===== src/sv/wola_pkg.sv =====
// ----------------------------------------------------------------------------
// wola_pkg
// Shared constants, codes and types of the windowed overlap-add block.
// ----------------------------------------------------------------------------
`timescale 1ns / 1ps
`default_nettype none

package wola_pkg;

    // Storage depth and sample width
    localparam int MAX_FRAME   = 1024;
    localparam int SAMPLE_BITS = 16;

    // Derived widths
    localparam int ADDR_W = $clog2(MAX_FRAME);
    localparam int LEN_W  = ADDR_W + 1;

    // Fixed field widths
    localparam int LEN_CFG_W  = 11;
    localparam int COEF_IDX_W = 10;
    localparam int COEF_W     = 16;
    localparam int GAIN_W     = 16;
    localparam int ACC_W      = 32;
    localparam int CFG_DATA_W = 16;
    localparam int CFG_IDX_W  = 2;
    localparam int FRAC_BITS  = 15;

    // Command queue between front and back
    localparam int QUEUE_DEPTH = 4;

    // Register reset values
    localparam logic [LEN_CFG_W-1:0]  FRAME_LENGTH_RESET = 11'd1024;
    localparam logic [LEN_CFG_W-1:0]  HOP_LENGTH_RESET   = 11'd512;
    localparam logic [GAIN_W-1:0]     OUTPUT_GAIN_RESET  = 16'd32768;

    // Register indexes
    localparam logic [CFG_IDX_W-1:0] CFG_FRAME_LENGTH = 2'd0;
    localparam logic [CFG_IDX_W-1:0] CFG_HOP_LENGTH   = 2'd1;
    localparam logic [CFG_IDX_W-1:0] CFG_OUTPUT_GAIN  = 2'd2;

    // Item modes
    localparam logic MODE_COEF   = 1'b0;
    localparam logic MODE_SAMPLE = 1'b1;

    typedef enum logic {
        FS_RUN,
        FS_NORM
    } t_front_state;

    typedef enum logic [1:0] {
        BS_CLEAR,
        BS_IDLE,
        BS_MUL,
        BS_ADD
    } t_back_state;

    // Classified item as queued for the back end
    typedef struct packed {
        logic                   mode;
        logic [ADDR_W-1:0]      idx;      // coefficient index or frame position
        logic [ADDR_W-1:0]      addr;     // accumulator entry
        logic [COEF_W-1:0]      coef;
        logic [SAMPLE_BITS-1:0] sample;
        logic                   emit;
        logic                   hop_end;
    } t_cmd;

    // Effective framing seen by the front end
    typedef struct packed {
        logic             wr;
        logic [LEN_W-1:0] len;
        logic [LEN_W-1:0] hop;
    } t_cfg;

endpackage

`default_nettype wire


===== src/sv/wola_queue.sv =====
// ----------------------------------------------------------------------------
// wola_queue
// Short command queue between the front and back ends.
// ----------------------------------------------------------------------------
`timescale 1ns / 1ps
`default_nettype none

module wola_queue (
    input  logic           i_clk,
    input  logic           i_rst_n,
    input  logic           i_push,
    input  wola_pkg::t_cmd i_cmd,
    output logic           o_full,
    input  logic           i_pop,
    output wola_pkg::t_cmd o_cmd,
    output logic           o_empty
);
    import wola_pkg::*;

    localparam int PTR_W = (QUEUE_DEPTH > 1) ? $clog2(QUEUE_DEPTH) : 1;
    localparam int CNT_W = $clog2(QUEUE_DEPTH + 1);

    t_cmd             r_slot [QUEUE_DEPTH];
    logic [PTR_W-1:0] r_wr, n_wr;
    logic [PTR_W-1:0] r_rd, n_rd;
    logic [CNT_W-1:0] r_count, n_count;

    function automatic logic [PTR_W-1:0] f_next(input logic [PTR_W-1:0] p);
        return (p == PTR_W'(QUEUE_DEPTH - 1)) ? '0 : p + PTR_W'(1);
    endfunction

    assign o_full  = r_count == CNT_W'(QUEUE_DEPTH);
    assign o_empty = r_count == '0;
    assign o_cmd   = r_slot[r_rd];

    always_comb begin
        n_wr    = i_push ? f_next(r_wr) : r_wr;
        n_rd    = i_pop ? f_next(r_rd) : r_rd;
        n_count = r_count;
        case ({i_push, i_pop})
            2'b10:   n_count = r_count + CNT_W'(1);
            2'b01:   n_count = r_count - CNT_W'(1);
            default: n_count = r_count;
        endcase
    end

    always_ff @(posedge i_clk) begin
        if (!i_rst_n) begin
            r_wr    <= '0;
            r_rd    <= '0;
            r_count <= '0;
        end else begin
            r_wr    <= n_wr;
            r_rd    <= n_rd;
            r_count <= n_count;
        end
    end

    always_ff @(posedge i_clk) begin
        if (i_push) begin
            r_slot[r_wr] <= i_cmd;
        end
    end

endmodule

`default_nettype wire


===== config.mk =====
export PLATFORM = sky130hd
export DESIGN_NAME = wola_queue
export DESIGN_NICKNAME = d
export VERILOG_FILES = /design/src/sv/wola_pkg.sv /design/src/sv/wola_queue.sv
export SDC_FILE = /design/constraint.sdc
export NUM_CORES = 1
export LEC_CHECK = 0
export BUFFER_PORTS_ARGS = -buffer_cell sky130_fd_sc_hd__buf_4
export CORE_MARGIN = 4
export CORE_UTILIZATION = 30
export CTS_CLUSTER_SIZE = 24
export DETAILED_ROUTE_END_ITERATION = 6
export PLACE_DENSITY = 0.57
export SYNTH_ARGS = -nofsm -noshare
export SYNTH_HDL_FRONTEND = slang
export SYNTH_SLANG_ARGS = --single-unit
export TNS_END_PERCENT = 50

===== constraint.sdc =====
create_clock -name i_clk -period 2.6 [get_ports i_clk]
set_input_delay 0.39 -clock i_clk [delete_from_list [all_inputs] [get_ports i_clk]]
set_output_delay 0.39 -clock i_clk [all_outputs]
set_load 0.01 [all_outputs]

* Word-level counts from Yosys, hierarchy flattened
Memory sizes are Yosys's and may differ from the RTL's. A register that Yosys moved wholly into a read port is not among the register bits.
Cells that the tools add are included.
** Word-level totals
- Flip-flop bits (word level) :: 7
- Memories :: 1
- Input bits :: 59
- RAM bits :: 220
- Logic and storage cells :: 22
** Operators by class
- Eq/ne operators :: 5
- Multiplexer cells :: 7
- Add/subtract/negate cells :: 4
- Reductions and logical operators :: 2
** Memory list
- r_slot :: depth 4, width 55, rd ports 1, clocked after memory_dff 1, wr ports 1, line wola_queue.sv:23 : t_cmd r_slot [QUEUE_DEPTH];
** Operators with widths (count)
- 2-bit 2-to-1 mux :: 4
- 2-bit equality test (second input constant) :: 3
- 3-bit case mux with 2 select lines :: 1
- 2-bit by 1-bit adder with 2-bit output (second input constant) :: 2
- 3-bit by 1-bit adder with 3-bit output (second input constant) :: 1
- 3-bit equality test (second input constant) :: 1
- 3-bit zero test :: 1
- 3-bit by 1-bit subtractor with 3-bit output (second input constant) :: 1
- 2-bit by 1-bit equality test with 1-bit output (second input constant) :: 1
- 1-bit 2-to-1 mux :: 2
- 2-bit nonzero test :: 1

* Logic depth before layout (Yosys ltp)
Gate-level depths: netlist (run 1).
- Depth after elaboration :: 4
- Depth in mapped cells :: 7
- Depth with buffers taken out :: 7

* Worst setup path after synthesis (run 1)
OpenSTA, ideal clock, no wires.
- Path kind :: register to register
- Start point :: reg r_wr[0]
- End point :: mem r_slot[3][0] (netlist bit), enable pin
- Slack :: 0.327 ns
- Setup time :: 0.418 ns
- Buffers on the path :: 0
- Data required time :: 2.182 ns
- Cell stages (with the launch flop) :: 3
- Arrival time :: 1.855 ns
- Cell sequence :: dfxtp_1 ha_1 and2_1
** RTL lines
- from (decl) :: line wola_queue.sv:24 : logic [PTR_W-1:0] r_wr, n_wr;
- from (signal assigned) :: line wola_queue.sv:53 : r_wr <= n_wr;
- to (decl) :: line wola_queue.sv:23
Straight into the memory's write port.

==> results of run 1 <==
## how the worst max path moves through the flow
| stage | from | end | cells past startpoint |
|---|---|---|---|
| final | flip-flop | o_cmd[45] | 3 |
| after global placement | flip-flop | o_cmd[45] | 3 |
| after floorplan | r_wr[0] | r_slot[3][0] | 2 |
| after global routing | flip-flop | o_cmd[45] | 3 |
| after detailed placement | i_push | r_count[2] | 8 |
| after CTS | flip-flop | o_cmd[45] | 3 |
## cells in the mapped netlist, drive strengths merged
cell	count
xnor2	1
and3	1
fa	1
mux4	55
buf	11
and2	6
clkbuf	1
ha	6
nor3	1
o21a	1
edfxtp	220
mux2i	2
inv	6
a21boi	1
o21ai	2
dfxtp	9
nor3b	2
nor2b	4
or3	1
a21oi	1
xor2	1
nand2	1
## routing by layer
metal / share of wire / wire [um]
met2: 0.50 / 8220
met5: 0 / 0
met4: 0.011 / 182
met3: 0.061 / 1000
met1: 0.43 / 7040
## layout make-up
| class | instances | area [sq um] |
|---|---|---|
| Fill cell | 2569 | 17200 |
| Sequential cell | 229 | 6790 |
| Multi-Input combinational cell | 87 | 1530 |
| Timing Repair Buffer | 123 | 998 |
| Clock buffer | 32 | 652 |
| Tap cell | 378 | 473 |
| Clock inverter | 10 | 95.1 |
| Inverter | 6 | 22.5 |
## critical path, stage by stage (launching register included)
cell,delay [ns]
sky130_fd_sc_hd__dfxtp_4,0.39
sky130_fd_sc_hd__buf_4,0.35
sky130_fd_sc_hd__mux4_1,0.61
sky130_fd_sc_hd__buf_4,0.16
## per-stage QoR
stage | setup slack [ns] | instance area [sq um] | power (W) | hold WS (ns)
2_1_floorplan | 0.327 | 8470 | 0.00472 | 0.473
3_3_place_gp | 0.659 | 9820 | 0.00509 | 0.486
3_5_place_dp | 0.644 | 9820 | 0.00512 | 0.538
4_1_cts | 0.0992 | 10600 | 0.00841 | 0.0552
5_1_grt | 0.0247 | 10600 | 0.00862 | 0.0569
6_report | 0.182 | 10600 | 0.00826 | 0.0873
## sequential cells by signal (all words and copies together), names as in the netlist, named ones only
signal	count
r_count	3
r_rd	2
r_wr	2
r_slot	220
## power by group
group | switching [W] | internal [W]
clock network | 0.00129 | 0.00195
registers | 0.0000399 | 0.00420
logic | 0.000369 | 0.000400
total | 0.00170 | 0.00655
## cells by family after synthesis
family                   synth area share
multiplexers                        0.151
adder cells (fa/ha/maj)            0.0112
buffers and inverters              0.0194
XOR/XNOR                          0.00207
flip-flops                          0.801
AO/OA/AOI/OAI                     0.00355
AND/OR/NAND/NOR                    0.0117
## layout by cell type, fill, tap and decap left out, types with 2 or more instances in the layout
master / n
sky130_fd_sc_hd__clkbuf_1: 7
sky130_fd_sc_hd__and2_1: 2
sky130_fd_sc_hd__and2_4: 4
sky130_fd_sc_hd__mux4_1: 5
sky130_fd_sc_hd__ha_1: 6
sky130_fd_sc_hd__clkbuf_16: 25
sky130_fd_sc_hd__clkinv_2: 4
sky130_fd_sc_hd__mux2i_1: 2
sky130_fd_sc_hd__buf_4: 117
sky130_fd_sc_hd__dfxtp_1: 7
sky130_fd_sc_hd__nor3b_1: 2
sky130_fd_sc_hd__nor2b_1: 4
sky130_fd_sc_hd__mux4_2: 50
sky130_fd_sc_hd__edfxtp_1: 220
sky130_fd_sc_hd__inv_1: 6
sky130_fd_sc_hd__dfxtp_4: 2
sky130_fd_sc_hd__bufinv_16: 2
sky130_fd_sc_hd__o21ai_0: 2
sky130_fd_sc_hd__clkinv_1: 4
sky130_fd_sc_hd__buf_12: 6
==> metrics.md, run 1 <==
| Metric | Value |
|---|---|
| Status | `complete, no violations` |
| H-tree levels | `1` |
| R2R Path Start | `r_wr[0]` |
| Number of antenna violations at the first check in global routing | `0` |
| Worst clock skew on the final layout | `0.00720 ns` |
| Category of the worst setup path capture point | `output pin` |
| Portion of the post-synthesis area used by sequential elements | `0.801` |
| Register-to-register setup slack | `0.84 ns` |
| Via count of the first global-routing pass | `4294` |
| Drc violations | `0` |
| Number of clock sinks | `229` |
| Final setup vio count | `0` |
| Post-synthesis instance area | `8470 sq um` |
| MaxCap Viol Count | `0` |
| Rel. slew slack | `0.600` |
| Hold WC Path Type | `input port to flip-flop` |
| Type of the worst setup path | `flip-flop to output pin` |
| Vias per Instance | `4.40` |
| Clock Root Buffer | `sky130_fd_sc_hd__clkbuf_16` |
| Fraction of met2 tracks used by global routing | `0.176` |
| Gpl congestion | `0.674` |
| Highest fanout seen on the critical path | `18` |
| Count of cells along the worst hold path | `1` |
| Top-level port count | `116` |
| Port buffer count | `115` |
| Floorplan die height | `176 um` |
| Detailed-placement wirelength estimate | `9760 um` |
| Fraction of post-synthesis cell area in the top cell type by area | `0.780` |
| Reg-to-reg critical path endpoint | `r_slot[3][51]` |
| Achievable Freq | `414 MHz` |
| Worst Reg-to-Reg Cells | `3` |
| Net count after synthesis | `400` |
| Die Width | `176 um` |
| Instance count after placement with tap cells included | `823` |
| Share of cells above drive strength 1 | `0.431` |
| Met3 demand-to-capacity share in global routing | `0.0298` |
| Clock buffer count from CTS | `25` |
| Most utilized layer in the global route result | `met2` |
| Total track usage | `0.105` |
| Clock latency at the later pin of the worst-skew pair | `0.50 ns` |
| Area growth from synthesis to layout | `24.7%` |
| Worst Max-Slew Pin Slew | `0.600 ns` |
| Core area | `27800 sq um` |
| Antenna cells | `0` |
| Worst-path clk slew | `0.06 ns` |
| Aggregate global routing overflow | `0` |
| Vias after detailed routing | `3810` |
| Endpoint, Worst Hold | `r_slot[3][29]` |
| Cts hold-fix bufs | `0` |
| Worst Min Path Start | `i_cmd[29]` |
| Iter 0 DRT Violations | `234` |
| Global-route wire length before repair | `25200 um` |
| Number of distinct standard cells referenced by the synthesized netlist | `25` |
| Final nets | `538` |
| Final clock period utilization by the worst path | `0.930` |
| Total negative slack | `0 ns` |
| CTS tree | `yes` |
| TritonRoute pass-1 iters | `4` |
| Routed wire per std cell | `19.0 um` |
| Met1 capacity usage during global routing | `0.138` |
| Top cell type by total area after synthesis | `sky130_fd_sc_hd__edfxtp_1` |
| Setup repair after global routing missed its margin | `false` |
| Effective utilization at floorplan | `0.305` |
| Register bit total from synthesis | `229` |
| Power Dens Cells | `781 nW/um^2` |
| Post_cts resized | `0` |
| Total Die Area | `31000 sq um` |
| Routed wire length | `16400 um` |
| CP required | `2.21 ns` |
| Min Clock Period, post-route | `2.42 ns` |
| Ys Warns | `0` |
| Maximum number of pins on one net before global-route repair | `56` |
| Final slew viol count | `0` |
| Worst vdd ir | `376 uV` |
| Arr. time, crit path | `2.03 ns` |
| Cells taking the most area after synthesis | `sky130_fd_sc_hd__edfxtp_1, sky130_fd_sc_hd__mux4_2, sky130_fd_sc_hd__dfxtp_1` |
| Max Buffers Root-to-Sink | `3` |
| Pleak | `3.53 nW` |
| Core Rows | `61` |
| Antenna Violating Nets Remaining | `0` |
| Post-CTS Setup Bufs | `0` |
| Final core utilization | `0.380` |
| Final Hold Vio Count | `0` |
| Cells after Synth | `334` |
| Avg Cell Area, Syn | `25.4 sq um` |
| Cell Count, Final, Fillers Out | `865` |
| Startpoint type of the worst setup path | `flip-flop` |
Note: power is estimated with default switching activity, not from simulation.
==> run 2: changes to the inputs <==
--- a/constraint.sdc
+++ b/constraint.sdc
@@ -3,2 +3,2 @@
 set_output_delay 0.39 -clock i_clk [all_outputs]
-set_load 0.01 [all_outputs]
+set_load 0.1 [all_outputs]
==> metrics.md, run 2 (synthesis results as in run 1) <==
| Metric | Value |
|---|---|
| Type of the worst setup path | `flip-flop to output pin` |
| Number of clock sinks | `229` |
| Iter 0 DRT Violations | `207` |
| Max FFs per register | `220` |
| Max Buffers Root-to-Sink | `3` |
| Clock latency at the later pin of the worst-skew pair | `0.50 ns` |
| Final clock period utilization by the worst path | `0.963` |
| Area growth from synthesis to layout | `25.9%` |
| Effective utilization at floorplan | `0.305` |
| Startpoint type of the worst setup path | `flip-flop` |
| Biggest regs | `r_slot x220, r_count x3` |
| Pleak | `3.57 nW` |
| CP required | `2.21 ns` |
| Routed wire length | `16000 um` |
| Number of antenna violations at the first check in global routing | `0` |
| Worst Min Path Start | `i_cmd[7]` |
| Final slew viol count | `0` |
| Antenna Violating Nets Remaining | `0` |
| Core area | `27800 sq um` |
| Total track usage | `0.103` |
| Endpoint, Worst Hold | `r_slot[2][7]` |
| Antenna cells | `0` |
| Rel. slew slack | `0.657` |
| TritonRoute pass-1 iters | `4` |
| Worst clock skew on the final layout | `0.0132 ns` |
| Maximum number of pins on one net before global-route repair | `38` |
| Total negative slack | `0 ns` |
| Port buffer count | `115` |
| Die Width | `176 um` |
| Instance count after placement with tap cells included | `822` |
| Total routed wire length on the met1 layer | `6680 um` |
| Vias after detailed routing | `3784` |
| Min Clock Period, post-route | `2.50 ns` |
| Met3 WL post-DR | `866 um` |
| Worst-path clk slew | `0.06 ns` |
| Floorplan die height | `176 um` |
| Share of cells above drive strength 1 | `0.444` |
| Status | `complete, no violations` |
| Top register by number of flip-flops | `r_slot` |
| Worst Reg-to-Reg Cells | `4` |
| Vias per Instance | `4.36` |
| Core Rows | `61` |
| Register-to-register setup slack | `0.93 ns` |
| Total Die Area | `31000 sq um` |
| Drc violations | `0` |
| Setup repair after global routing missed its margin | `false` |
| Category of the worst setup path capture point | `output pin` |
| Gpl congestion | `0.661` |
| Hold WC Path Type | `input port to flip-flop` |
| Final Hold Vio Count | `0` |
| CTS tree | `yes` |
| Achievable Freq | `400 MHz` |
| Aggregate global routing overflow | `0` |
| R2R Path Start | `r_wr[0]` |
| MaxCap Viol Count | `0` |
| Met2 WL | `8170 um` |
| Clock buffer count from CTS | `25` |
| Most common library cell in the layout ignoring fill and taps | `sky130_fd_sc_hd__edfxtp_1` |
| Detailed-placement wirelength estimate | `9780 um` |
| Count of cells along the worst hold path | `1` |
| Worst Max-Slew Pin Slew | `0.514 ns` |
| Highest fanout seen on the critical path | `35` |
| Power Dens Cells | `877 nW/um^2` |
| Cell Count, Final, Fillers Out | `867` |
| H-tree levels | `1` |
| Reg-to-reg critical path endpoint | `r_slot[2][34]` |
| Worst vdd ir | `395 uV` |
| Arr. time, crit path | `2.11 ns` |
| Clock Root Buffer | `sky130_fd_sc_hd__clkbuf_16` |
| Most frequent cells in the layout | `sky130_fd_sc_hd__edfxtp_1, sky130_fd_sc_hd__buf_4, sky130_fd_sc_hd__mux4_2` |
| DR top layer | `met4` |
| Global-route wire length before repair | `24700 um` |
| Via count of the first global-routing pass | `4263` |
| Final setup vio count | `0` |
| Final nets | `537` |
| Top-level port count | `116` |
| Routed wire per std cell | `18.4 um` |
-- run 2: worst max-delay path by stage --
stage                   start            to  slack (ns)  cells past startpoint
CTS                 flip-flop     o_cmd[46]       0.006                      3
finish              flip-flop     o_cmd[47]         0.1                      3
global route        flip-flop     o_cmd[47]       0.004                      3
detailed placement  flip-flop     o_cmd[46]        0.57                      3
global placement    flip-flop     o_cmd[46]        0.57                      3
floorplan             r_wr[0]  r_slot[3][0]        0.33                      2
-- run 2: power breakdown --
part / total [W] / internal (W) / switching (W)
Sequential: 0.00425 / 0.00420 / 0.0000481
Combinational: 0.00158 / 0.000408 / 0.00117
Clock: 0.00352 / 0.00220 / 0.00133
-- run 2: layout make-up --
class / count / area (sq um)
fill: 2537 / 17100
sequential: 229 / 6790
multi-input combinational: 87 / 1530
timing repair buffer: 122 / 995
clock buffer: 39 / 758
tap: 378 / 473
clock inverter: 6 / 87.6
inverter: 6 / 22.5
-- run 2: what timing repair did --
action                                  in CTS  in global routing
resized for setup                            0                  1
buffers inserted                             0                  0
endpoints found under the setup margin       0                  1
hold buffers                                 0                  0
-- run 2: worst max-delay path, stage by stage (launching register included) --
cell and delay, ns:
sky130_fd_sc_hd__dfxtp_4 0.36, sky130_fd_sc_hd__buf_12 0.26, sky130_fd_sc_hd__mux4_1 0.66, sky130_fd_sc_hd__buf_4 0.27
-- run 2: metal layers --
metal	up-vias	GRT usage
li1	1691	-
met1	1983	0.129
met2	91	0.180
met3	19	0.0244
met4	0	0.0283
met5	-	0
-- run 2: per-stage QoR --
stage / worst slack, ns / utilization / instance area, sq um / hold WS [ns] / total power (W)
after floorplan: 0.327 / - / 8470 / 0.484 / 0.00554
after global placement: 0.567 / 0.353 / 9810 / 0.499 / 0.00591
after detailed placement: 0.566 / 0.353 / 9810 / 0.539 / 0.00593
after CTS: 0.00638 / 0.384 / 10700 / 0.0606 / 0.00948
after global routing: 0.00433 / 0.384 / 10700 / 0.0601 / 0.00970
final: 0.0974 / 0.384 / 10700 / 0.0864 / 0.00935
