$ cat src/sv/wola_pkg.sv
// ----------------------------------------------------------------------------
// wola_pkg
// Shared constants, codes and types of the windowed overlap-add block.
// ----------------------------------------------------------------------------
`timescale 1ns / 1ps
`default_nettype none

package wola_pkg;

    // Storage depth and sample width
    localparam int MAX_FRAME   = 1024;
    localparam int SAMPLE_BITS = 16;

    // Derived widths
    localparam int ADDR_W = $clog2(MAX_FRAME);
    localparam int LEN_W  = ADDR_W + 1;

    // Fixed field widths
    localparam int LEN_CFG_W  = 11;
    localparam int COEF_IDX_W = 10;
    localparam int COEF_W     = 16;
    localparam int GAIN_W     = 16;
    localparam int ACC_W      = 32;
    localparam int CFG_DATA_W = 16;
    localparam int CFG_IDX_W  = 2;
    localparam int FRAC_BITS  = 15;

    // Command queue between front and back
    localparam int QUEUE_DEPTH = 4;

    // Register reset values
    localparam logic [LEN_CFG_W-1:0]  FRAME_LENGTH_RESET = 11'd1024;
    localparam logic [LEN_CFG_W-1:0]  HOP_LENGTH_RESET   = 11'd512;
    localparam logic [GAIN_W-1:0]     OUTPUT_GAIN_RESET  = 16'd32768;

    // Register indexes
    localparam logic [CFG_IDX_W-1:0] CFG_FRAME_LENGTH = 2'd0;
    localparam logic [CFG_IDX_W-1:0] CFG_HOP_LENGTH   = 2'd1;
    localparam logic [CFG_IDX_W-1:0] CFG_OUTPUT_GAIN  = 2'd2;

    // Item modes
    localparam logic MODE_COEF   = 1'b0;
    localparam logic MODE_SAMPLE = 1'b1;

    typedef enum logic {
        FS_RUN,
        FS_NORM
    } t_front_state;

    typedef enum logic [1:0] {
        BS_CLEAR,
        BS_IDLE,
        BS_MUL,
        BS_ADD
    } t_back_state;

    // Classified item as queued for the back end
    typedef struct packed {
        logic                   mode;
        logic [ADDR_W-1:0]      idx;      // coefficient index or frame position
        logic [ADDR_W-1:0]      addr;     // accumulator entry
        logic [COEF_W-1:0]      coef;
        logic [SAMPLE_BITS-1:0] sample;
        logic                   emit;
        logic                   hop_end;
    } t_cmd;

    // Effective framing seen by the front end
    typedef struct packed {
        logic             wr;
        logic [LEN_W-1:0] len;
        logic [LEN_W-1:0] hop;
    } t_cfg;

endpackage

`default_nettype wire

$ cat src/sv/wola_front.sv
// ----------------------------------------------------------------------------
// wola_front
// Accepts items, tracks frame position and ring base, queues commands.
// ----------------------------------------------------------------------------
`timescale 1ns / 1ps
`default_nettype none

module wola_front (
    input  logic                            i_clk,
    input  logic                            i_rst_n,
    input  wola_pkg::t_cfg                  i_cfg,
    input  logic                            i_in_valid,
    output logic                            o_in_stall,
    input  logic                            i_mode,
    input  logic [wola_pkg::COEF_IDX_W-1:0] i_coef_index,
    input  logic [wola_pkg::COEF_W-1:0]     i_coef_value,
    input  logic signed [wola_pkg::SAMPLE_BITS-1:0] i_sample,
    input  logic                            i_back_busy,
    input  logic                            i_q_full,
    output logic                            o_q_push,
    output wola_pkg::t_cmd                  o_q_cmd
);
    import wola_pkg::*;

    localparam int STEP_W = $clog2(ADDR_W + 1);

    t_front_state      r_state, n_state;
    logic [ADDR_W-1:0] r_pos, n_pos;
    logic [ADDR_W-1:0] r_base, n_base;
    logic [ADDR_W-1:0] r_hp, n_hp;      // position as left by the last sample
    logic [ADDR_W-1:0] r_hb, n_hb;      // ring base as left by the last sample
    logic [ADDR_W-1:0] r_dp, n_dp;
    logic [ADDR_W-1:0] r_db, n_db;
    logic [ADDR_W-1:0] r_rp, n_rp;
    logic [ADDR_W-1:0] r_rb, n_rb;
    logic [STEP_W-1:0] r_step, n_step;

    logic              w_accept;
    logic [LEN_W-1:0]  w_pos_ext;
    logic [ADDR_W-1:0] w_addr;
    logic [ADDR_W-1:0] w_base_wrap;
    logic              w_last;
    logic [31:0]       w_idx_ext;
    logic              w_idx_ok;

    // One restoring step of a remainder by len
    function automatic logic [ADDR_W-1:0] f_mod_step(
        input logic [ADDR_W-1:0] rem,
        input logic              bit_in,
        input logic [LEN_W-1:0]  len
    );
        logic [LEN_W-1:0] t;
        t = {rem, bit_in};
        if (t >= len) begin
            t = t - len;
        end
        return t[ADDR_W-1:0];
    endfunction

    // Wrap a sum known to be below twice len
    function automatic logic [ADDR_W-1:0] f_wrap(
        input logic [LEN_W-1:0] sum,
        input logic [LEN_W-1:0] len
    );
        logic [LEN_W-1:0] t;
        t = sum;
        if (t >= len) begin
            t = t - len;
        end
        return t[ADDR_W-1:0];
    endfunction

    assign o_in_stall  = (r_state != FS_RUN) || i_q_full || i_back_busy;
    assign w_accept    = i_in_valid && !o_in_stall;
    assign w_pos_ext   = LEN_W'(r_pos);
    assign w_addr      = f_wrap(w_pos_ext + LEN_W'(r_base), i_cfg.len);
    assign w_base_wrap = f_wrap(LEN_W'(r_base) + i_cfg.hop, i_cfg.len);
    assign w_last      = (w_pos_ext + LEN_W'(1)) >= i_cfg.len;
    assign w_idx_ext   = 32'(i_coef_index);
    assign w_idx_ok    = w_idx_ext < 32'(MAX_FRAME);

    always_comb begin
        o_q_cmd.mode    = i_mode;
        o_q_cmd.idx     = (i_mode == MODE_SAMPLE) ? r_pos : w_idx_ext[ADDR_W-1:0];
        o_q_cmd.addr    = w_addr;
        o_q_cmd.coef    = i_coef_value;
        o_q_cmd.sample  = i_sample;
        o_q_cmd.emit    = w_pos_ext < i_cfg.hop;
        o_q_cmd.hop_end = w_pos_ext == (i_cfg.hop - LEN_W'(1));
    end

    always_comb begin
        n_state  = r_state;
        n_pos    = r_pos;
        n_base   = r_base;
        n_hp     = r_hp;
        n_hb     = r_hb;
        n_dp     = r_dp;
        n_db     = r_db;
        n_rp     = r_rp;
        n_rb     = r_rb;
        n_step   = r_step;
        o_q_push = 1'b0;
        case (r_state)
            FS_RUN: begin
                if (w_accept) begin
                    if (i_mode == MODE_SAMPLE) begin
                        o_q_push = 1'b1;
                        if (w_last) begin
                            n_pos  = '0;
                            n_base = w_base_wrap;
                        end else begin
                            n_pos = r_pos + ADDR_W'(1);
                        end
                        n_hp = n_pos;
                        n_hb = n_base;
                    end else begin
                        o_q_push = w_idx_ok;
                    end
                end
            end
            FS_NORM: begin
                // rewrap position and base one dividend bit at a time
                n_rp   = f_mod_step(r_rp, r_dp[ADDR_W-1], i_cfg.len);
                n_rb   = f_mod_step(r_rb, r_db[ADDR_W-1], i_cfg.len);
                n_dp   = r_dp << 1;
                n_db   = r_db << 1;
                n_step = r_step + STEP_W'(1);
                if (r_step == STEP_W'(ADDR_W - 1)) begin
                    n_state = FS_RUN;
                    n_pos   = n_rp;
                    n_base  = n_rb;
                end
            end
            default: begin
                n_state = FS_RUN;
            end
        endcase
        // restart from the held values on any register write
        if (i_cfg.wr) begin
            n_state = FS_NORM;
            n_step  = '0;
            n_dp    = n_hp;
            n_db    = n_hb;
            n_rp    = '0;
            n_rb    = '0;
            n_pos   = r_pos;
            n_base  = r_base;
        end
    end

    always_ff @(posedge i_clk) begin
        if (!i_rst_n) begin
            r_state <= FS_RUN;
            r_pos   <= '0;
            r_base  <= '0;
            r_hp    <= '0;
            r_hb    <= '0;
            r_step  <= '0;
        end else begin
            r_state <= n_state;
            r_pos   <= n_pos;
            r_base  <= n_base;
            r_hp    <= n_hp;
            r_hb    <= n_hb;
            r_step  <= n_step;
        end
    end

    always_ff @(posedge i_clk) begin
        r_dp <= n_dp;
        r_db <= n_db;
        r_rp <= n_rp;
        r_rb <= n_rb;
    end

endmodule

`default_nettype wire

$ cat config.mk
export PLATFORM = sky130hd
export DESIGN_NAME = wola_front
export DESIGN_NICKNAME = d
export VERILOG_FILES = /design/src/sv/wola_pkg.sv /design/src/sv/wola_front.sv
export SDC_FILE = /design/constraint.sdc
export NUM_CORES = 1
export LEC_CHECK = 0
export ABC_AREA = 1
export BUFFER_PORTS_ARGS = -buffer_cell sky130_fd_sc_hd__buf_2
export CAP_MARGIN = 25
export CORE_ASPECT_RATIO = 1.25
export CORE_UTILIZATION = 40
export DETAILED_ROUTE_END_ITERATION = 16
export GPL_TIMING_DRIVEN = 0
export HOLD_SLACK_MARGIN = 0.02
export MAX_ROUTING_LAYER = met4
export PLACE_DENSITY_LB_ADDON = 0.2
export SLEW_MARGIN = 10
export SYNTH_ARGS = -nofsm -noshare
export SYNTH_HDL_FRONTEND = slang
export SYNTH_SLANG_ARGS = --single-unit
$ cat constraint.sdc
create_clock -name i_clk -period 5.23 [get_ports i_clk]
set_input_delay 1.569 -clock i_clk [delete_from_list [all_inputs] [get_ports i_clk]]
set_output_delay 1.569 -clock i_clk [all_outputs]
set_load 0.02 [all_outputs]
**Yosys cells after proc, flatten, opt, wreduce, memory -nomap -nowiden**

Index checks and enable logic that the tools add are counted.

- $add $sub $neg: 10
- Muxes and demuxes: 31
- Eq/ne operators: 5
- Reduce and logical (&&, ||, !) cells: 7
- $lt $le $gt $ge: 7
- Bitwise logic cells: 3

Operators with widths:

| cell | count |
|---|---|
| 2-to-1 mux 10 bit | 23 |
| >= comparator 11 bit | 5 |
| one-hot mux 10 bit (2 select lines) | 2 |
| subtractor 10 bit | 4 |
| adder 10 x 1 -> 11 bit (second input constant) | 1 |
| adder 10 x 10 -> 11 bit | 1 |
| adder 10 x 11 -> 11 bit | 1 |
| equality test 10 x 11 -> 1 bit | 1 |
| < comparator 10 x 11 -> 1 bit | 1 |
| < comparator 10 x 11 -> 1 bit (second input constant) | 1 |
| subtractor 11 x 1 -> 11 bit (second input constant) | 1 |
| adder 10 x 1 -> 10 bit (second input constant) | 1 |
| 2-to-1 mux 1 bit | 6 |
| adder 4 x 1 -> 4 bit (second input constant) | 1 |
| equality test 4 bit (second input constant) | 1 |
| != test 2 bit (second input constant) | 2 |
| AND reduction 4 bit | 1 |
| inverter 1 bit | 3 |
| logical OR 1 bit | 2 |
| != test 2 x 1 -> 1 bit (second input constant) | 1 |
| nonzero test 2 bit | 1 |
| OR reduction 2 bit | 1 |
| logical AND 1 bit | 1 |
| zero test 1 bit | 1 |

- Register bits after elaboration: 85
- Output and inout port bits: 57
- Input bits: 71
- Logic and storage cells: 73

**Depth between registers and ports, before layout**

Gate-level depths: netlist of run 1.

- Depth in word-level cells: 8
- Depth in mapped cells: 24

**Worst setup path after synthesis of run 1**

Ideal clock, no wire load.

- Path kind: register to output
- Start: reg r_pos[0]
- End: out o_q_cmd[34] in the netlist's numbering
- Slack: 372 ps
- Buffers on the path: 1
- Cell stages (with the launch flop): 17
- Required time: 3,661 ps
- Arrival time: 3,289 ps
- Cells stage by stage: dfxtp_1 > ha_1 > fa_1 > a21oi_1 > o21ai_0 > a21oi_1 > o21ai_0 > xor2_1 > inv_1 > ha_1 > inv_1 > nor3_1 > inv_1 > o21ai_0 > a21oi_4 > buf_4 > o21ai_0

RTL lines:

| item | line | text |
|---|---|---|
| start, declared | wola_front.sv:28 | `logic [ADDR_W-1:0] r_pos, n_pos;` |
| start signal, assigned | wola_front.sv:162 | `r_pos <= n_pos;` |
| end, declared | wola_front.sv:21 | `output wola_pkg::t_cmd o_q_cmd` |

==> results of run 1 <==
timing repair:
action	in CTS	in global routing
gates resized for setup	21	27
setup buffers	5	10
cloned	0	1
endpoints found under the setup margin	10	10
pin swaps	3	6
logic make-up after synthesis:
family / Yosys count / share of synthesized area (%)
adder cells (fa/ha/maj): 95 / 14.3
buffers and inverters: 254 / 13.7
AND/OR/NAND/NOR: 593 / 29.5
multiplexers: 4 / 0.524
XOR/XNOR: 51 / 5.19
AO/OA/AOI/OAI: 203 / 14.6
flip-flops: 85 / 22.1
flip-flops by register name, indices dropped and copies added, names as in the netlist:
register	flops
r_rp	10
r_db	10
r_rb	10
r_step	4
r_state	1
r_pos	10
r_dp	10
r_hp	10
r_base	10
r_hb	10
worst max-delay path: cells and delay by family:
kind / cells / cell delay, ns
adders and majority gates: 1 / 0.40
AOI/OAI and AO/OA: 4 / 0.66
and+or+nand+nor: 2 / 0.25
buffers and inverters: 4 / 0.67
Yosys cell counts (5+ instances only):
cell type	count	share of area [%]
edfxtp_1	20	7.0
o21ai_2	8	0.81
xor2_1	37	3.8
ha_1	89	13
o21ai_1	7	0.41
o22ai_1	5	0.36
buf_2	8	0.47
a21oi_1	72	4.2
clkbuf_1	13	0.57
inv_1	179	7.8
nand3_1	73	4.2
xnor2_1	14	1.4
buf_4	36	3.1
a21o_1	5	0.44
nand2_1	377	16
o21ai_0	60	3.5
nand3_2	16	1.9
nor2_1	92	4.0
nor3_1	7	0.41
inv_2	6	0.26
o211ai_2	8	1.2
dfxtp_1	65	15
buf_6	7	0.92
fa_1	6	1.4
nand4_1	7	0.51
a21oi_2	22	2.2
cell type report:
| type | count | area, µm² |
|---|---|---|
| tap | 274 | 343 |
| multi-input combinational | 946 | 5600 |
| buffer | 67 | 475 |
| timing repair buffer | 110 | 624 |
| sequential | 85 | 1920 |
| fill | 2173 | 11000 |
| clock inverter | 6 | 48.8 |
| clock buffer | 10 | 250 |
| inverter | 187 | 726 |
per-layer routing:
layer  share of wire (%)  global-route usage, %
met1                  43                   28.0
met2                  49                   42.0
met3                 4.1                   2.38
met4                 3.6                   8.70
met5                   0                      -
through the flow:
stage | setup TNS, ns | setup slack (ns) | instances | power [mW]
floorplan | 0 | 0.372 | 1285 | 1.29
CTS | 0 | 0.000637 | 1673 | 2.14
global route | -0.105 | -0.0245 | 1685 | 2.29
global placement | -1.27 | -0.224 | 1652 | 1.48
detailed placement | -1.20 | -0.214 | 1652 | 1.49
finish | 0 | 0.105 | 1685 | 2.15
worst paths after layout:
check	from	to	slack [ns]	cells after the start
worst min register to register	r_hb[1]	r_hb[1]	0.47	2
worst min-delay path	r_hb[1]	r_hb[1]	0.47	2
worst max-delay path	i_cfg[13]	o_q_cmd[41]	0.11	11
worst max register to register	r_base[0]	r_db[1]	1.66	21
where the power goes:
group	switching [mW]	leakage [nW]	internal, mW
sequential	0.0323	0.746	0.701
combinational	0.486	4.24	0.297
clock	0.279	0.150	0.359
total	0.797	5.13	1.36
==> results.toml, run 1 <==
[status]
status = "complete, no violations"

[synthesis]
yosysUniqueCellTypes = 47
synth_flop_cell = "dfxtp_1"
ys_ff_latch = 85
synthCells = 1285
synth-seq-area-share_pct = 22.1
syn_area_per_cell_um2 = 6.69
syn_nets = 1451
synthArstFlopShare_pct = 0
synth_edf_count = 20
syn_area_mm2 = 0.00860
yosysWarnings = 0

[floorplan]
rows = 59
initial_core_util_pct = 41.0
fp.dieW_um = 133
die-area_mm2 = 0.0221
boundaryPins = 128
core-area_mm2 = 0.0210
die_h_um = 166

[cts]
cts_htree_levels = 3
cts_sinks = 85
clk_path_buf_depth = 2
postCtsHoldBufs = 0
cts_root_buffer = "clkbuf_16"
cts_tree = "yes"
clk_pin_slew_worst_paths_ns = 0.06
clock_latency_ns = 0.34
cts_made_buffers = 9

[drt]
num_vias = 8403
wl_per_cell_um = 15.1
drt-initial-drc-count = 349
drtAntennaViolNets = 0
drc = 0
wl_um = 25500
dr.pass1.iters = 5
vias_per_cell = 4.99

[timing]
fmax_ghz = 0.195
hold_slack_ns = 0.472
fin_crit_sh_pct = 98.0
worst_pin_slew_ns = 0.740
finClkSkew_ns = 0.00983
finalCriticalPeriod_ns = 5.12
slew_headroom_pct = 50.7
rsz0062_at_grt = "yes"
hold_violations = 0
setup_viol = 0
slew_viol_final = 0

[min_path]
hold_class = "reg -> reg"

[grt]
grt_pass1_vias = 7920
grt.total_usage_pct = 23.9
grt_first_pass_wirelength_um = 40100
grt.overflow.total = 0
antenna_found_initial = 0
grt_max_degree = 26

[setup_path]
cp.arrival_ns = 3.56
crit_path_start_kind = "primary input"
max_stage_delay_ns = 0.40
crit_path_top_delay_cell = "ha_1"
critPathCaptureType = "output pin"
cp_cell_sequence = "buf_2 > clkinvlp_4 > ha_1 > nand3_1 > nand3_1 > a21oi_2 > o21bai_2 > a21oi_4 > buf_2 > a21oi_1 > buf_2"
cp_max_fo = 5
cp.required_ns = 3.66
worst_path_most_repeated_cell = "buf_2"
critPathKind = "in -> out"

[final_layout]
nets = 1572
diodes = 0
drive_gt1_share_pct = 20.4
area_growth_pct = 16.2
mostFrequentLayoutCell = "nand2_1"
stdcell_area_mm2 = 0.00999
final_cell_mix = "nand2_1 (377), inv_1 (173), buf_2 (98)"
final_util_pct = 47.6

[job]
cap_violations = 0

[placed_design]
post-dp-hpwl_um = 20400
port_buffers = 93
gp_congestion = 0.882
placed_area_mm2 = 0.00941

[power_and_ir_drop]
power_leakage_nw = 5.13
power_per_cell_area_mw_per_mm2 = 216
ir_drop_mv = 0.136
(Power assumes the default switching activity.)
==> run 2, diff against run 1 <==
--- a/config.mk
+++ b/config.mk
@@ -15,6 +15,7 @@
 export HOLD_SLACK_MARGIN = 0.02
 export MAX_ROUTING_LAYER = met4
 export PLACE_DENSITY_LB_ADDON = 0.2
+export REMOVE_ABC_BUFFERS = 1
 export SLEW_MARGIN = 10
 export SYNTH_ARGS = -nofsm -noshare
 export SYNTH_HDL_FRONTEND = slang
==> results.toml, run 2 (synthesis gave the netlist of run 1 again) <==
[final_layout]
final_cell_mix = "nand2_1 (373), inv_1 (175), nor2_1 (91)"
drive_gt1_share_pct = 15.8
n_fill_cell = 2228
mostFrequentLayoutCell = "nand2_1"
final_util_pct = 45.3
nets = 1474
stdcell_area_mm2 = 0.00949
area_growth_pct = 10.3
diodes = 0

[setup_path]
critical_path_buf_inv_count = 3
cp_max_fo = 5
cp_top_family = "compound AO/OA/AOI/OAI gates"
cp.arrival_ns = 3.56
critPathKind = "reg -> out"
critPathCaptureType = "output pin"
crit_path_top_delay_cell = "fa_2"
worst_path_most_repeated_cell = "a21oi_2"
cp.required_ns = 3.66
cp_cell_sequence = "ha_4 > fa_2 > a21oi_2 > o21ai_2 > a21oi_1 > o21ai_1 > xor2_1 > inv_1 > ha_4 > a21oi_2 > o21ai_1 > a21oi_2 > o21bai_2 > a21oi_4 > buf_6 > nor2_2 > a21oi_2 > buf_4"
max_stage_delay_ns = 0.38
crit_path_start_kind = "flop"

[timing]
rsz0062_at_grt = "yes"
hold_violations = 0
finalCriticalPeriod_ns = 5.13
fmax_ghz = 0.195
worst_pin_slew_ns = 0.800
fin_crit_sh_pct = 98.0
hold_slack_ns = 0.471
slew_viol_final = 0
slew_headroom_pct = 46.6
finClkSkew_ns = 0.00552
setup_viol = 0

[floorplan]
boundaryPins = 128
die_h_um = 166
initial_core_util_pct = 41.0
die-area_mm2 = 0.0221
fp.dieW_um = 133
rows = 59
core-area_mm2 = 0.0210

[placed_design]
gp_congestion = 0.886
placed_area_mm2 = 0.00884
post-dp-hpwl_um = 19400
port_buffers = 63

[grt]
antenna_found_initial = 0
grt_first_pass_wirelength_um = 40000
grt_pass1_vias = 7484
grt_max_degree = 40
grt.overflow.total = 0
grt.total_usage_pct = 24.1

[power_and_ir_drop]
power_switching_uw = 770
clockPowerShare_pct = 32.0
seqPwrFrac_pct = 34.1
power_per_cell_area_mw_per_mm2 = 229
power_leakage_nw = 4.76
ir_drop_mv = 0.198
p_sw_share_pct = 35.5
pwr-share-comb_pct = 33.9
p_int_mw = 1.40

[drt]
wl_per_cell_um = 16.2
dr.pass1.iters = 5
num_vias = 8005
drtAntennaViolNets = 0
drc = 0
vias_per_cell = 5.04
drt-initial-drc-count = 414
wl_um = 25700

[cts]
clk_path_buf_depth = 2
cts_made_buffers = 9
cts_sinks = 85
clock_latency_ns = 0.35
clk_pin_slew_worst_paths_ns = 0.06
cts_root_buffer = "clkbuf_16"
cts_tree = "yes"
cts_htree_levels = 3
postCtsHoldBufs = 0

[status]
status = "complete, no violations"

[job]
cap_violations = 0

[min_path]
hold_class = "reg -> reg"
## run 2: changes by cell type in the layout (fill, tap and decap cells not counted), moves of 2 or more
cell and delta:
buf_2 -45, buf_4 -40, bufinv_16 +2, clkbuf_1 -10
dfxtp_1 -2, dfxtp_2 +2, ha_1 -2, ha_4 +2
inv_1 +2, inv_6 -5, nand2_1 -4, nand2_2 +3
## run 2: final cells by class
type / instances / area (µm²) / share of cell area, %
sequential: 85 / 1930 / 20.3
multi-input combinational: 946 / 5640 / 59.5
clock buffer: 12 / 236 / 2.49
clock inverter: 4 / 72.6 / 0.765
timing repair buffer: 79 / 552 / 5.81
tap: 274 / 343 / 3.61
inverter: 187 / 718 / 7.57
## run 2: final timing paths
path,from,end,slack [ns],depth (start not counted)
setup / recovery,r_pos[0],o_q_cmd[41],0.10,18
hold reg to reg,r_rp[9],r_rp[9],0.47,2
hold / removal,r_rp[9],r_rp[9],0.47,2
setup reg to reg,r_base[0],r_db[1],1.50,25
## run 2: worst register-to-register path, cell delays in order, from the launching register on
cell and delay (ns):
dfxtp_4 0.36, buf_4 0.14, ha_1 0.21, inv_1 0.08
fa_1 0.23, nor2_1 0.07, o21ai_0 0.27, nand2_1 0.09
nand2_1 0.08, nand2_1 0.06, a21oi_1 0.15, xor2_1 0.25
ha_1 0.29, nand2_1 0.08, inv_1 0.05, nand2_1 0.06
nand2_1 0.05, nor2_1 0.19, nand2_4 0.16, inv_2 0.18
nand2_1 0.09, nand3_2 0.09, nand3_1 0.15, nand2_1 0.10
nand2_1 0.05, nand2_1 0.09
## run 2: timing repair
action	in CTS	in global routing
cloned	0	1
pin swaps	3	14
gates resized for setup	21	46
setup buffers	5	6
setup endpoints to repair	10	10
## run 2: power groups by stage
stage	clock network [mW]	registers (mW)	logic, mW
finish	0.694	0.740	0.735
global route	0.722	0.742	0.827
CTS	0.698	0.742	0.691
detailed placement	0	0.756	0.670
global placement	0	0.758	0.656
floorplan	0	0.736	0.490
## run 2: metrics by stage
stage          setup slack [ns]  power (mW)  TNS [ns]  std cells
2_1_floorplan             0.353        1.23         0       1218
3_3_place_gp             -0.272        1.41     -1.48       1555
3_5_place_dp             -0.288        1.43     -1.62       1558
4_1_cts                0.000460        2.13         0       1579
5_1_grt                 -0.0997        2.29    -0.577       1587
6_report                  0.104        2.17         0       1587
## run 2: routing by layer
layer  wire length, µm  up-vias  GRT usage (%)
met5                 0        -              -
met4               526        0           7.61
met3              1170       24           4.98
met2             13000      139           41.5
met1             11000     3684           27.8
li1                  -     4158              -
==> run 3, diff against run 2 <==
--- a/config.mk
+++ b/config.mk
@@ -16,6 +16,7 @@
 export MAX_ROUTING_LAYER = met4
 export PLACE_DENSITY_LB_ADDON = 0.2
 export REMOVE_ABC_BUFFERS = 1
+export SETUP_SLACK_MARGIN = 0.5
 export SLEW_MARGIN = 10
 export SYNTH_ARGS = -nofsm -noshare
 export SYNTH_HDL_FRONTEND = slang
==> results.toml, run 3 (synthesis gave the netlist of run 1 again) <==
[status]
status = "complete, no violations"

[cts]
cts_root_buffer = "clkbuf_16"
cts_made_buffers = 9
clk_path_buf_depth = 2
clock_latency_ns = 0.35
clk_pin_slew_worst_paths_ns = 0.06
cts_tree = "yes"
cts_htree_levels = 3
cts_sinks = 85

[drt]
dr.pass1.iters = 5
vias_per_cell = 5.06
wl_um = 25800
wl_per_cell_um = 16.2
drt-initial-drc-count = 444
num_vias = 8081
drtAntennaViolNets = 0
drc = 0

[power_and_ir_drop]
seqPwrFrac_pct = 34.0
clockPowerShare_pct = 31.8
power_switching_uw = 773
ir_drop_mv = 0.199
power_per_cell_area_mw_per_mm2 = 226
p_int_mw = 1.40
power_leakage_nw = 4.78
pwr-share-comb_pct = 34.2
p_sw_share_pct = 35.6

[setup_path]
worst-r2r-setup-slack_ns = 1.54
cp_top_family = "compound AO/OA/AOI/OAI gates"
critPathCaptureType = "output pin"
crit_path_top_delay_cell = "dfxtp_4"
cp_max_fo = 11
reg2reg_to = "r_db[1]"
rr_worst_depth = 19
critical_path_buf_inv_count = 3
cp_cell_sequence = "ha_4 > fa_2 > a21oi_2 > o21ai_2 > a21oi_1 > o21ai_1 > xor2_1 > inv_1 > ha_4 > a21oi_2 > o21ai_2 > a21oi_2 > o21bai_2 > a21oi_4 > buf_12 > nand2_1 > o21ai_1 > buf_4"
cp.required_ns = 3.66
critPathKind = "reg -> out"
max_stage_delay_ns = 0.37
cp_num_cells = 18
cp.arrival_ns = 3.40
crit_path_start_kind = "flop"
worst_path_most_repeated_cell = "a21oi_2"
r2r-start = "r_pos[1]"

[timing]
hold_violations = 0
slew_viol_final = 0
rsz0062_at_grt = "yes"
fin_ws_ns = 0.263
worst_pin_slew_ns = 0.792
setup_viol = 0
fmax_ghz = 0.201
fin_crit_sh_pct = 95.0
finalCriticalPeriod_ns = 4.97
slew_headroom_pct = 47.1
finClkSkew_ns = 0.00739

[placed_design]
gp_congestion = 0.886
placed_area_mm2 = 0.00884
preCtsSetupSlack_ns = -0.288
post-dp-hpwl_um = 19400
port_buffers = 63

[grt]
grt.overflow.total = 0
grt_max_degree = 40
antenna_found_initial = 0
grt_pass1_vias = 7556
grt.total_usage_pct = 24.3
grt_first_pass_wirelength_um = 40400

[final_layout]
mostFrequentLayoutCell = "nand2_1"
diodes = 0
drive_gt1_share_pct = 17.7
area_growth_pct = 11.8
stdcell_area_mm2 = 0.00961
nets = 1483
final_cell_mix = "nand2_1 (373), inv_1 (169), nor2_1 (87)"

[floorplan]
die-area_mm2 = 0.0221
initial_core_util_pct = 41.0
die_h_um = 166
fp.dieW_um = 133
boundaryPins = 128
rows = 59
core-area_mm2 = 0.0210

[min_path]
hold_start = "r_hb[9]"
hold_class = "reg -> reg"
holdPathStages = 2
min_to = "r_hb[9]"

[job]
cap_violations = 0
-- run 3: changes by cell type in the layout (fill, tap and decap cells not counted), moves of 4 or more --
cell and change:
buf_6 -4, buf_4 +14, o21ai_1 +4, nor2_1 -4, inv_1 -6, clkinvlp_4 +4
-- run 3: what timing repair did --
item	4_1_cts	5_1_grt
gates resized for setup	61	28
hold buffers	0	0
setup endpoints to repair	11	34
pin swaps	6	14
setup buffers	18	2
gates cloned	0	1
-- run 3: worst max path at each step --
| stage | start | to |
|---|---|---|
| 3_3_place_gp | i_cfg[12] | o_q_cmd[40] |
| 6_report | r_pos[0] | o_q_cmd[36] |
| 4_1_cts | r_pos[0] | o_q_cmd[37] |
| 2_1_floorplan | i_cfg[12] | o_q_cmd[40] |
| 5_1_grt | r_pos[1] | o_q_cmd[38] |
| 3_5_place_dp | i_cfg[12] | o_q_cmd[40] |
-- run 3: power groups by stage --
stage | clock (mW) | sequential [mW] | combinational (mW)
3_5_place_dp | 0 | 0.756 | 0.670
2_1_floorplan | 0 | 0.736 | 0.490
6_report | 0.691 | 0.739 | 0.744
4_1_cts | 0.698 | 0.740 | 0.723
3_3_place_gp | 0 | 0.758 | 0.656
5_1_grt | 0.722 | 0.741 | 0.837
-- run 3: final cells by class --
class | count | area (µm²)
Clock buffer | 12 | 236
Timing Repair Buffer | 87 | 582
Sequential cell | 85 | 1930
Multi-Input combinational cell | 947 | 5710
Tap cell | 274 | 343
Fill cell | 2226 | 11400
Clock inverter | 4 | 72.6
Inverter | 187 | 738
-- run 3: worst reg2reg max path: cells and delay by family (launching register included) --
kind                     cells  cell delay (ns)
XOR/XNOR                     1             0.26
adder cells (fa/ha/maj)      2             0.52
flip-flops                   1             0.39
AO/OA/AOI/OAI                3             0.36
buffers and inverters        4             0.83
AND/OR/NAND/NOR              9             1.09
-- run 3: per-layer routing --
metal  routed length, µm  vias to the layer above  track usage, %
li1                    -                     4176               -
met1               11000                     3707            28.2
met2               13000                      163            42.5
met3                1250                       35            4.70
met4                 503                        0            6.23
met5                   0                        -               -
-- run 3: metrics by stage --
step | total power, mW | utilization [%] | setup TNS (ns) | cells | hold slack (ns)
5_1_grt | 2.30 | 45.9 | 0 | 1596 | 0.503
6_report | 2.17 | 45.9 | 0 | 1596 | 0.474
4_1_cts | 2.16 | 45.2 | 0 | 1592 | 0.473
3_5_place_dp | 1.43 | 42.1 | -1.62 | 1558 | 0.463
3_3_place_gp | 1.41 | 41.9 | -1.48 | 1555 | 0.454
2_1_floorplan | 1.23 | - | 0 | 1218 | 0.430
